**src/dmrct_pkg.sv**
```systemverilog
package dmrct_pkg;

    // configuration port
    localparam int CFG_IDX_W  = 2;
    localparam int CFG_DATA_W = 6;

    localparam logic [CFG_IDX_W-1:0] CFG_CACHE_ENABLE     = 2'd0;
    localparam logic [CFG_IDX_W-1:0] CFG_BLOCK_SIZE_LOG2  = 2'd1;
    localparam logic [CFG_IDX_W-1:0] CFG_BLOCK_COUNT_LOG2 = 2'd2;
    localparam logic [CFG_IDX_W-1:0] CFG_EXTRA_BLOCKS     = 2'd3;

    // limits on the decoded geometry
    localparam logic [4:0] BS_LOG2_MAX = 5'd16;
    localparam logic [2:0] BC_LOG2_MAX = 3'd5;

    // result kinds
    localparam logic [1:0] KIND_FILL   = 2'd0;
    localparam logic [1:0] KIND_COPY   = 2'd1;
    localparam logic [1:0] KIND_BYPASS = 2'd2;

    localparam int TAG_W = 8;

    typedef struct packed {
        logic [31:0] read_address;
        logic [19:0] read_length;
    } t_req;

    typedef struct packed {
        logic [1:0]  kind;
        logic [31:0] backing_address;
        logic [20:0] buffer_offset;
        logic [19:0] byte_count;
        logic        last;
    } t_res;

endpackage

```
**src/dmrct_tag_ram.sv**
```systemverilog
module dmrct_tag_ram #(
    parameter int DEPTH = 32,
    parameter int IDX_W = 5
) (
    input  logic                      i_clk,
    input  logic                      i_rst_n,
    input  logic                      i_rd_en,
    input  logic [IDX_W-1:0]          i_rd_idx,
    input  logic                      i_wr_en,
    input  logic [IDX_W-1:0]          i_wr_idx,
    input  logic [dmrct_pkg::TAG_W-1:0] i_wr_tag,
    output logic [dmrct_pkg::TAG_W-1:0] o_rd_tag,
    output logic                      o_rd_valid
);
    import dmrct_pkg::*;

    logic [TAG_W-1:0] mem [DEPTH];
    logic [DEPTH-1:0] r_valid;
    logic [TAG_W-1:0] r_rd_tag;
    logic             r_rd_valid;

    // tag storage, one read and one write port, registered read
    always_ff @(posedge i_clk) begin
        if (i_wr_en) begin
            mem[i_wr_idx] <= i_wr_tag;
        end
        if (i_rd_en) begin
            r_rd_tag   <= mem[i_rd_idx];
            r_rd_valid <= r_valid[i_rd_idx];
        end
    end

    // an entry is valid once written; reset drops every entry at once
    always_ff @(posedge i_clk) begin
        if (!i_rst_n) begin
            r_valid <= '0;
        end else if (i_wr_en) begin
            r_valid[i_wr_idx] <= 1'b1;
        end
    end

    assign o_rd_tag   = r_rd_tag;
    assign o_rd_valid = r_rd_valid;

endmodule

```
**src/direct_mapped_read_cache_tags.sv**
```systemverilog
// Tag controller of a direct-mapped read cache. Raise start with a request
// while busy is low; the block answers with fill commands for the missing
// blocks, one a cycle, then a copy command, or with a single bypass read when
// the cache is off or the request does not fit the blocks. Every command is
// shown for exactly one cycle with o_valid high and cannot be held off, so the
// receiver must take it then. A cached request keeps busy high through the
// split and span decode states, one walk state per spanned block for its tag
// memory access, and the copy state; a new request can start only once busy
// has dropped, and a bypass or zero-length request ends after span. Tags need
// no clearing pass after reset: per-block valid bits clear at once.
module direct_mapped_read_cache_tags #(
    parameter int MAX_BLOCKS = 32
) (
    input  logic                                 i_clk,
    input  logic                                 i_rst_n,
    input  logic                                 start,
    output logic                                 busy,
    input  dmrct_pkg::t_req                      i_req,
    output logic                                 o_valid,
    output dmrct_pkg::t_res                      o_res,
    input  logic                                 i_cfg_we,
    input  logic [dmrct_pkg::CFG_IDX_W-1:0]      i_cfg_index,
    input  logic [dmrct_pkg::CFG_DATA_W-1:0]     i_cfg_data
);
    import dmrct_pkg::*;

    localparam int IDX_W  = (MAX_BLOCKS > 1) ? $clog2(MAX_BLOCKS) : 1;
    localparam int LEFT_W = $clog2(MAX_BLOCKS + 1);

    typedef enum logic [2:0] {
        ST_IDLE,
        ST_SPLIT,
        ST_SPAN,
        ST_WALK,
        ST_COPY
    } t_state;

    t_state r_state;

    // configuration
    logic       r_cache_enable;
    logic [4:0] r_bs_log2;
    logic [2:0] r_bc_log2;
    logic [5:0] r_extra;

    // request context
    t_req              r_req;
    logic [15:0]       r_offset;
    logic [4:0]        r_seg;
    logic [TAG_W-1:0]  r_page;
    logic [21:0]       r_sum;
    logic [31:0]       r_base;
    logic [20:0]       r_copy_off;
    logic [IDX_W-1:0]  r_blk;
    logic [LEFT_W-1:0] r_left;

    logic r_out_valid;
    t_res r_res;

    // decoded geometry
    logic [4:0]  w_bs;
    logic [2:0]  w_bc;
    logic [16:0] w_bsize;
    logic [6:0]  w_count;
    logic [6:0]  w_total_raw;
    logic [6:0]  w_total;
    logic [15:0] w_offset;
    logic [4:0]  w_seg;
    logic [TAG_W-1:0] w_page;
    logic [21:0] w_sum;
    logic [21:0] w_nseg;
    logic        w_fits;
    logic [31:0] w_base;
    logic [21:0] w_copy_off;
    logic [21:0] w_blk_off;

    // tag memory
    logic             w_rd_en;
    logic [IDX_W-1:0] w_rd_idx;
    logic             w_wr_en;
    logic [TAG_W-1:0] w_rd_tag;
    logic             w_rd_valid;
    logic             w_hit;

    always_ff @(posedge i_clk) begin
        if (!i_rst_n) begin
            r_cache_enable <= 1'b1;
            r_bs_log2      <= 5'd9;
            r_bc_log2      <= 3'd4;
            r_extra        <= 6'd0;
        end else if (i_cfg_we) begin
            unique case (i_cfg_index)
                CFG_CACHE_ENABLE:     r_cache_enable <= i_cfg_data[0];
                CFG_BLOCK_SIZE_LOG2:  r_bs_log2      <= i_cfg_data[4:0];
                CFG_BLOCK_COUNT_LOG2: r_bc_log2      <= i_cfg_data[2:0];
                CFG_EXTRA_BLOCKS:     r_extra        <= i_cfg_data;
                default: ;
            endcase
        end
    end

    always_comb begin
        w_bs        = (r_bs_log2 > BS_LOG2_MAX) ? BS_LOG2_MAX : r_bs_log2;
        w_bc        = (r_bc_log2 > BC_LOG2_MAX) ? BC_LOG2_MAX : r_bc_log2;
        w_bsize     = 17'd1 << w_bs;
        w_count     = 7'd1 << w_bc;
        w_total_raw = w_count + {1'b0, r_extra};
        w_total     = (w_total_raw > 7'(MAX_BLOCKS)) ? 7'(MAX_BLOCKS) : w_total_raw;

        // split the address: offset in block, block index, page tag
        w_offset = r_req.read_address[15:0] & w_bsize[15:0] - 16'd1;
        w_seg    = 5'(r_req.read_address >> w_bs) & 5'(w_count - 7'd1);
        w_page   = TAG_W'(r_req.read_address >> (w_bs + 5'(w_bc)));
        w_sum    = (r_req.read_length == 20'd0) ? 22'd0
                 : 22'(w_offset) + 22'(r_req.read_length)
                   + 22'(w_bsize) - 22'd1;

        // span of the request in blocks, and whether it fits
        w_nseg     = r_sum >> w_bs;
        w_fits     = (23'(r_seg) + 23'(w_nseg)) <= 23'(w_total);
        w_base     = 32'(r_page) << (w_bs + 5'(w_bc));
        w_copy_off = (22'(r_seg) << w_bs) + 22'(r_offset);

        w_blk_off  = 22'(r_blk) << w_bs;
    end

    // read the first tag at the end of decode, then one tag ahead while walking
    always_comb begin
        w_rd_en  = 1'b0;
        w_rd_idx = r_blk + IDX_W'(1);
        if (r_state == ST_SPAN) begin
            w_rd_en  = r_cache_enable && w_fits && (w_nseg != 22'd0);
            w_rd_idx = IDX_W'(r_seg);
        end else if (r_state == ST_WALK) begin
            w_rd_en  = (r_left > LEFT_W'(1));
        end
    end

    assign w_hit   = w_rd_valid && (w_rd_tag == r_page);
    assign w_wr_en = (r_state == ST_WALK) && !w_hit;

    dmrct_tag_ram #(
        .DEPTH (MAX_BLOCKS),
        .IDX_W (IDX_W)
    ) u_tag_ram (
        .i_clk      (i_clk),
        .i_rst_n    (i_rst_n),
        .i_rd_en    (w_rd_en),
        .i_rd_idx   (w_rd_idx),
        .i_wr_en    (w_wr_en),
        .i_wr_idx   (r_blk),
        .i_wr_tag   (r_page),
        .o_rd_tag   (w_rd_tag),
        .o_rd_valid (w_rd_valid)
    );

    always_ff @(posedge i_clk) begin
        if (!i_rst_n) begin
            r_state     <= ST_IDLE;
            r_out_valid <= 1'b0;
        end else begin
            r_out_valid <= 1'b0;
            unique case (r_state)
                ST_IDLE: begin
                    if (start) begin
                        r_req   <= i_req;
                        r_state <= ST_SPLIT;
                    end
                end
                ST_SPLIT: begin
                    r_offset <= w_offset;
                    r_seg    <= w_seg;
                    r_page   <= w_page;
                    r_sum    <= w_sum;
                    r_state  <= ST_SPAN;
                end
                ST_SPAN: begin
                    r_base     <= w_base;
                    r_copy_off <= w_copy_off[20:0];
                    r_blk      <= IDX_W'(r_seg);
                    r_left     <= LEFT_W'(w_nseg);
                    if (!r_cache_enable || !w_fits) begin
                        r_out_valid           <= 1'b1;
                        r_res.kind            <= KIND_BYPASS;
                        r_res.backing_address <= r_req.read_address;
                        r_res.buffer_offset   <= '0;
                        r_res.byte_count      <= r_req.read_length;
                        r_res.last            <= 1'b1;
                        r_state               <= ST_IDLE;
                    end else if (w_nseg == 22'd0) begin
                        r_out_valid           <= 1'b1;
                        r_res.kind            <= KIND_COPY;
                        r_res.backing_address <= '0;
                        r_res.buffer_offset   <= w_copy_off[20:0];
                        r_res.byte_count      <= r_req.read_length;
                        r_res.last            <= 1'b1;
                        r_state               <= ST_IDLE;
                    end else begin
                        r_state <= ST_WALK;
                    end
                end
                ST_WALK: begin
                    // miss: fill the block and retag it
                    if (!w_hit) begin
                        r_out_valid           <= 1'b1;
                        r_res.kind            <= KIND_FILL;
                        r_res.backing_address <= r_base + 32'(w_blk_off);
                        r_res.buffer_offset   <= w_blk_off[20:0];
                        r_res.byte_count      <= 20'(w_bsize);
                        r_res.last            <= 1'b0;
                    end
                    r_blk  <= r_blk + IDX_W'(1);
                    r_left <= r_left - LEFT_W'(1);
                    if (r_left == LEFT_W'(1)) begin
                        r_state <= ST_COPY;
                    end
                end
                ST_COPY: begin
                    r_out_valid           <= 1'b1;
                    r_res.kind            <= KIND_COPY;
                    r_res.backing_address <= '0;
                    r_res.buffer_offset   <= r_copy_off;
                    r_res.byte_count      <= r_req.read_length;
                    r_res.last            <= 1'b1;
                    r_state               <= ST_IDLE;
                end
                default: begin
                    r_state <= ST_IDLE;
                end
            endcase
        end
    end

    assign busy    = (r_state != ST_IDLE);
    assign o_valid = r_out_valid;
    assign o_res   = r_res;

endmodule

```
**config.mk**
```make
export PLATFORM = sky130hd
export DESIGN_NAME = direct_mapped_read_cache_tags
export DESIGN_NICKNAME = d
export VERILOG_FILES = /design/src/dmrct_pkg.sv /design/src/dmrct_tag_ram.sv /design/src/direct_mapped_read_cache_tags.sv
export SDC_FILE = /design/constraint.sdc
export NUM_CORES = 1
export LEC_CHECK = 0
export BUFFER_PORTS_ARGS = -buffer_cell sky130_fd_sc_hd__buf_4
export CAP_MARGIN = 20
export CORE_ASPECT_RATIO = 1.4
export CORE_UTILIZATION = 56
export CTS_BUF_LIST = sky130_fd_sc_hd__clkbuf_4 sky130_fd_sc_hd__clkbuf_8 sky130_fd_sc_hd__clkbuf_16
export DETAILED_ROUTE_END_ITERATION = 6
export PLACE_DENSITY = 0.85
export SLEW_MARGIN = 20
export SYNTH_ARGS = -nofsm -noshare
export SYNTH_HDL_FRONTEND = slang
export SYNTH_HIERARCHICAL = 1
export SYNTH_SLANG_ARGS = --single-unit
```
**constraint.sdc**
```tcl
create_clock -name i_clk -period 6.7 [get_ports i_clk]
set_input_delay 0.335 -clock i_clk [delete_from_list [all_inputs] [get_ports i_clk]]
set_output_delay 0.335 -clock i_clk [all_outputs]
set_load 0.01 [all_outputs]
```
==> flow_metrics.tcl, run 1 <==
set metrics [dict create \
    wirelength_um 89500 \
    synth_edf_count 508 \
    place_hpwl_um 61100 \
    start_util_pct 56.8 \
    die_w_um 199 \
    numCtsBuffers 53 \
    worstPathMaxFanout 55 \
    clk_pin_slew_worst_paths_ps 80 \
    portBuffers 141 \
    synth_ff_type "edfxtp_1" \
    final_cells 3359 \
    final_nets 2788 \
    gr-usage-all-layers_pct 33.0 \
    violations "DRC" \
    ys_seq_area_share_pct 53.7 \
    tightest_slew_ps 1150 \
    antenna_found_initial 1 \
    synth-async-reset-ratio_pct 0 \
    cts-root-buf "clkbuf_16" \
    maxCapViolations 0 \
    pwr-share-comb_pct 15.3 \
    p_seq_share_pct 45.3 \
    whs_endpoint "r_cache_enable" \
    peakVddDrop_v 0.000226 \
    routabilityCongestion 1.03 \
    firstDrtPassIters 7 \
    crit_arrival_ps 6580 \
    clockPowerShare_pct 39.4 \
    area_growth_pct 14.9 \
    required_ps 7070 \
    post-route-util_pct 65.3 \
    setup_violations 0 \
    synth_nets 2600 \
    core_sq_mm 0.0533 \
    wl_per_cell_um 26.6 \
    r2r_slack_ps 490 \
    hold_slack_ps 74.8 \
    p_sw_uw 2250 \
    syn_area_sq_mm 0.0303 \
    drtAntennaViolNets 0 \
    cts_hold_buf 58 \
    fmax_mhz 161 \
    yosysUniqueCellTypes 97 \
    die_h_um 277 \
    finalSetupTns_ps 0 \
    slew_headroom_pct 22.6 \
    rows 100 \
    clk_latency_ps 620 \
    grt_max_degree 73 \
    worstSetupEndpointType "register" \
    switching_share_pct 25.5 \
    cts_max_level 2 \
    postSynthCellCount 2409 \
    gr-total-overflow 0 \
    outcome "finished, violations left" \
    start_kind "register" \
    die_area_sq_mm 0.0551 \
    drt_iter0_markers 2520 \
    worstSetupPathType "reg2reg" \
    rr_startpoint "r_bs_log2[1]" \
    avgSynthCellArea_sq_um 12.6 \
    cts_buffer_depth 3 \
    post_cts_buffers 0 \
    dpl_worst_slack_ps 647 \
    io_pins 142 \
    whs_path_depth 4 \
    viasPerCell 6.58 \
    cts.repair.resized 0 \
    clock-sinks 559 \
    drc 6 \
    internal_power_uw 6550 \
    drv_slew 0 \
    cts_tree "yes" \
    grt_pass1_vias 22100 \
    grt_pass1_wl_um 135000 \
    hp-class "in2reg" \
    finalCritPeriodShare_pct 92.7 \
    num_vias 22100 \
    drive_above_1_share_pct 19.3 \
    rsz0062_at_grt "false" \
    hold_violations 0 \
    min_period_ps 6210 \
    synth_seq_cells 559 \
    powerDensity_mw_per_mm2 253 \
    hold_start "i_cfg_index[0]" \
    p_leak_uw 0.0129 \
    reg2regPathDepth 23 \
    dpl.cell_count 3197 \
    final.setup_skew_ps 20.7 \
    finalWorstSetupSlack_ps 489 \
    reg2reg_to "o_res[42]" \
    yosys_warnings 6 \
]
==> power groups by stage <==
stage | Sequential, uW | Combinational (uW) | Clock, uW
final | 3980 | 1350 | 3470
after global routing | 3980 | 1450 | 3630
after CTS | 3980 | 1320 | 3510
after detailed placement | 4050 | 1280 | 0
after global placement | 4050 | 1240 | 0
after floorplan | 4040 | 889 | 0
==> cells in the mapped netlist (25+ instances only) <==
cell	n	area, sq um
xor2_1	30	263
o21a_1	46	345
mux2i_1	75	751
a32o_1	34	340
nor2b_1	41	257
nand2_1	184	691
and2_1	25	156
mux4_2	119	2680
nor2_1	219	822
and3_1	25	156
clkbuf_1	76	285
nor3_1	44	220
inv_1	112	420
dfxtp_1	51	1020
edfxtp_1	508	15300
ha_1	106	1330
xnor2_1	68	596
o21ai_0	95	475
nand3_1	39	195
a21oi_1	106	531
==> logic make-up (layout without fill, tap and decap cells) <==
group,after synthesis,in the layout,share of synthesized area (%)
AOI/OAI and AO/OA,487,487,11.4
xor gates and xnor gates,98,98,2.83
adders and majority gates,127,127,5.76
buffers and inverters,243,476,3.49
DFF,559,559,53.7
muxes,215,215,12.1
other,2,5,0.0248
and+or+nand+nor,678,678,10.7
==> routing by layer <==
layer / vias to the layer above / routed length, um / global-route usage, %
li1: 9492 / - / -
met1: 10900 / 30800 / 38.5
met2: 1369 / 44800 / 55.6
met3: 376 / 7280 / 5.92
met4: 0 / 6650 / 21.1
met5: - / 0 / 0
==> final cells by class <==
cell class,instances,area [sq um]
Clock inverter,38,606
Tap cell,714,893
Clock buffer,62,1430
Timing Repair Buffer,257,2100
Multi-Input combinational cell,1607,13100
Inverter,119,454
Antenna cell,3,7.51
Sequential cell,559,16300
Fill cell,3804,18500
==> state kept, by name, summed over array words and instances (netlist names), 8 cells and up <==
signal and flops:
r_page 8, r_sum 22, r_base 32, u_tag_ram/mem 256, o_res 76, r_copy_off 21
u_tag_ram/o_rd_tag 8, r_req 52, r_offset 16, u_tag_ram/r_valid 32
==> cells in the final DEF, fill, tap and decap left out, drive strengths merged, types with 75 or more instances in the layout <==
cell    count
nand2     184
o21ai      97
a21oi     107
nor2      220
mux4      119
inv       121
mux2i      75
buf       199
ha        106
edfxtp    508
==> how the worst max path moves through the flow <==
stage               slack, ps  depth (start not counted)         to          from
floorplan                 380                         24   o_res[0]  r_bs_log2[4]
global placement          710                         23  o_res[52]  r_bs_log2[1]
detailed placement        650                         23  o_res[46]  r_bs_log2[1]
CTS                       590                         23  o_res[51]  r_bs_log2[1]
global route              110                         23  o_res[42]  r_bs_log2[1]
finish                    490                         23  o_res[42]  r_bs_log2[1]
==> stage by stage <==
stage          instance area [sq um]  total power (uW)
3_3_place_gp                   32200              5290
6_report                       34800              8800
5_1_grt                        34800              9050
4_1_cts                        34800              8810
2_1_floorplan                  30300              4920
3_5_place_dp                   32200              5330
==> worst max-delay path, stage by stage (launching register included) <==
cell and delay, ps:
dfxtp_1 470, buf_4 290, nand2b_1 150, a21oi_1 80
a2111oi_1 690, nand2_1 120, and3_1 250, ha_1 210
fa_1 410, a21o_1 180, a21oi_1 230, inv_1 80
a21oi_1 200, nor2_1 80, xor2_1 150, ha_1 310
nand3_1 70, o22ai_1 140, a21oi_1 70, a211oi_1 180
nand4_1 160, or4_2 590, buf_4 370, a32o_1 400
(Power assumes the default switching activity.)
==> inputs of run 2 (changes only) <==
--- a/config.mk
+++ b/config.mk
@@ -5,13 +5,13 @@
 export SDC_FILE = /design/constraint.sdc
 export NUM_CORES = 1
 export LEC_CHECK = 0
-export BUFFER_PORTS_ARGS = -buffer_cell sky130_fd_sc_hd__buf_4
-export CAP_MARGIN = 20
 export CORE_ASPECT_RATIO = 1.4
-export CORE_UTILIZATION = 56
+export CORE_UTILIZATION = 58
 export CTS_BUF_LIST = sky130_fd_sc_hd__clkbuf_4 sky130_fd_sc_hd__clkbuf_8 sky130_fd_sc_hd__clkbuf_16
 export DETAILED_ROUTE_END_ITERATION = 6
-export PLACE_DENSITY = 0.85
+export DONT_BUFFER_PORTS = 1
+export HOLD_SLACK_MARGIN = 0.06
+export PLACE_DENSITY = 0.84
 export SLEW_MARGIN = 20
 export SYNTH_ARGS = -nofsm -noshare
 export SYNTH_HDL_FRONTEND = slang
==> flow_metrics.tcl, run 2 (synthesis results as in run 1) <==
set metrics [dict create \
    start_util_pct 59.0 \
    die_area_sq_mm 0.0532 \
    total_power_uw 8490 \
    wirelength_um 88700 \
    tightest_slew_ps 1110 \
    grt_pass1_vias 21100 \
    start_kind "register" \
    place_hpwl_um 60100 \
    min_period_ps 6280 \
    cp_slowest_cell "dfxtp_1" \
    dpl_cell_area_sq_mm 0.0311 \
    drv_slew 0 \
    firstDrtPassIters 6 \
    die_h_um 272 \
    routabilityCongestion 0.967 \
    grt_max_degree 73 \
    rsz0062_at_grt "false" \
    finalSetupTns_ps 0 \
    drtAntennaViolNets 0 \
    final_common_cell "edfxtp_1" \
    drt_iter0_markers 2353 \
    worstPathMaxFanout 55 \
    finalWorstSetupSlack_ps 423 \
    area_growth_pct 11.0 \
    clk_pin_slew_worst_paths_ps 70 \
    cts_max_level 2 \
    antenna_found_initial 2 \
    final_cell_mix "508 x edfxtp_1, 216 x nor2_1, 184 x nand2_1, 119 x mux4_2, 111 x inv_1" \
    cts_buffer_depth 3 \
    r2r_slack_ps 420 \
    hp-class "in2reg" \
    hold_violations 0 \
    finalCritPeriodShare_pct 93.7 \
    viasPerCell 6.77 \
    path_cells "nor3_1 -> a2111oi_1 -> nand2_1 -> and3_1 -> ha_1 -> fa_1 -> a21o_1 -> a21oi_1 -> inv_1 -> a21oi_1 -> nor2_1 -> xor2_1 -> ha_1 -> nand3_1 -> o22ai_1 -> a21oi_1 -> a211oi_1 -> nand4_1 -> or4_2 -> buf_4 -> a32o_1" \
    grt_pass1_wl_um 133000 \
    largest-register "u_tag_ram/mem" \
    fmax_mhz 159 \
    core_sq_mm 0.0514 \
    portBuffers 0 \
    num_vias 21400 \
    worstSetupEndpointType "register" \
    path_common_cell "a21oi_1" \
    cts-root-buf "clkbuf_16" \
    io_pins 142 \
    slowest_delay_ps 750 \
    cts_tree "yes" \
    final_nets 2655 \
    maxCapViolations 0 \
    rows 98 \
    fillCellCount 3590 \
    powerDensity_mw_per_mm2 252 \
    required_ps 7050 \
    slew_headroom_pct 25.1 \
    drc 0 \
    final.setup_skew_ps 25.1 \
    crit_arrival_ps 6630 \
    peakVddDrop_v 0.000216 \
    post-route-util_pct 65.5 \
    wl_per_cell_um 28.1 \
    die_w_um 195 \
    outcome "completed" \
    clk_latency_ps 620 \
    numCtsBuffers 52 \
    final_area_sq_mm 0.0336 \
    gr-total-overflow 0 \
    drive_above_1_share_pct 14.8 \
    clock-sinks 559 \
    largest_reg_flops 256 \
    gr-usage-all-layers_pct 33.5 \
    worstSetupPathType "reg2reg" \
    setup_violations 0 \
    dpl_worst_slack_ps 205 \
    p_leak_uw 0.0122 \
]
## run 2: changes by cell type in the layout (fill, tap and decap cells not counted), moves of 2 or more
cell           previous run  this run
clkbuf_4                  5         8
inv_8                     1         3
clkinvlp_4                6         4
buf_4                   197        57
dlygate4sd3_1            58        65
bufinv_16                14         7
inv_6                     5         2
clkbuf_8                  3        10
## run 2: where the power goes
group / internal [uW] / total [uW] / switching [uW]
sequential: 3910 / 3990 / 87.0
combinational: 516 / 1270 / 751
clock: 1880 / 3230 / 1350
## run 2: area by class of cell
class                           instances  area [sq um]  area share [%]
Timing Repair Buffer                  125          1140            3.39
Clock buffer                           71          1520            4.53
Tap cell                              650           813            2.42
Clock inverter                         26           350            1.04
Sequential cell                       559         16300            48.4
Multi-Input combinational cell       1607         13100            38.9
Inverter                              119           457            1.36
Antenna cell                            3          7.51          0.0223
## run 2: worst paths after layout
| path | startpoint | to | cells after the start |
|---|---|---|---|
| hold / removal | i_rst_n | u_tag_ram/r_valid[17] | 2 |
| setup reg to reg | r_bs_log2[0] | o_res[66] | 21 |
| setup / recovery | r_bs_log2[0] | o_res[66] | 21 |
| hold reg to reg | u_tag_ram/r_valid[31] | u_tag_ram/r_valid[31] | 1 |
## run 2: metrics by stage
stage / hold WS [ps] / cells
final: 80.9 / 3160
after CTS: 60.4 / 3157
after global placement: 417 / 2994
after detailed placement: 419 / 2994
after global routing: 83.1 / 3157
after floorplan: 434 / 2409
## run 2: layer usage
layer  global-route usage, %  share of wire [%]
met5                       0              0.059
met4                    19.4                6.5
met3                    5.47                7.9
met2                    58.4                 50
met1                    39.2                 35
## run 2: timing repair
action                     4_1_cts  5_1_grt
hold buffers                    66        0
hold endpoints to repair       102        0
resized for setup                0        2
setup endpoints to repair        0       97
setup buffers                    0        0
## run 2: worst max-delay path, delay by kind of cell (launching register included)
family          cells  cell delay, ps
compound gates      8            2060
fa+ha+maj           3             950
xor+xnor            1             140
buf+inv             2             440
flops               1             750
simple gates        7            1610
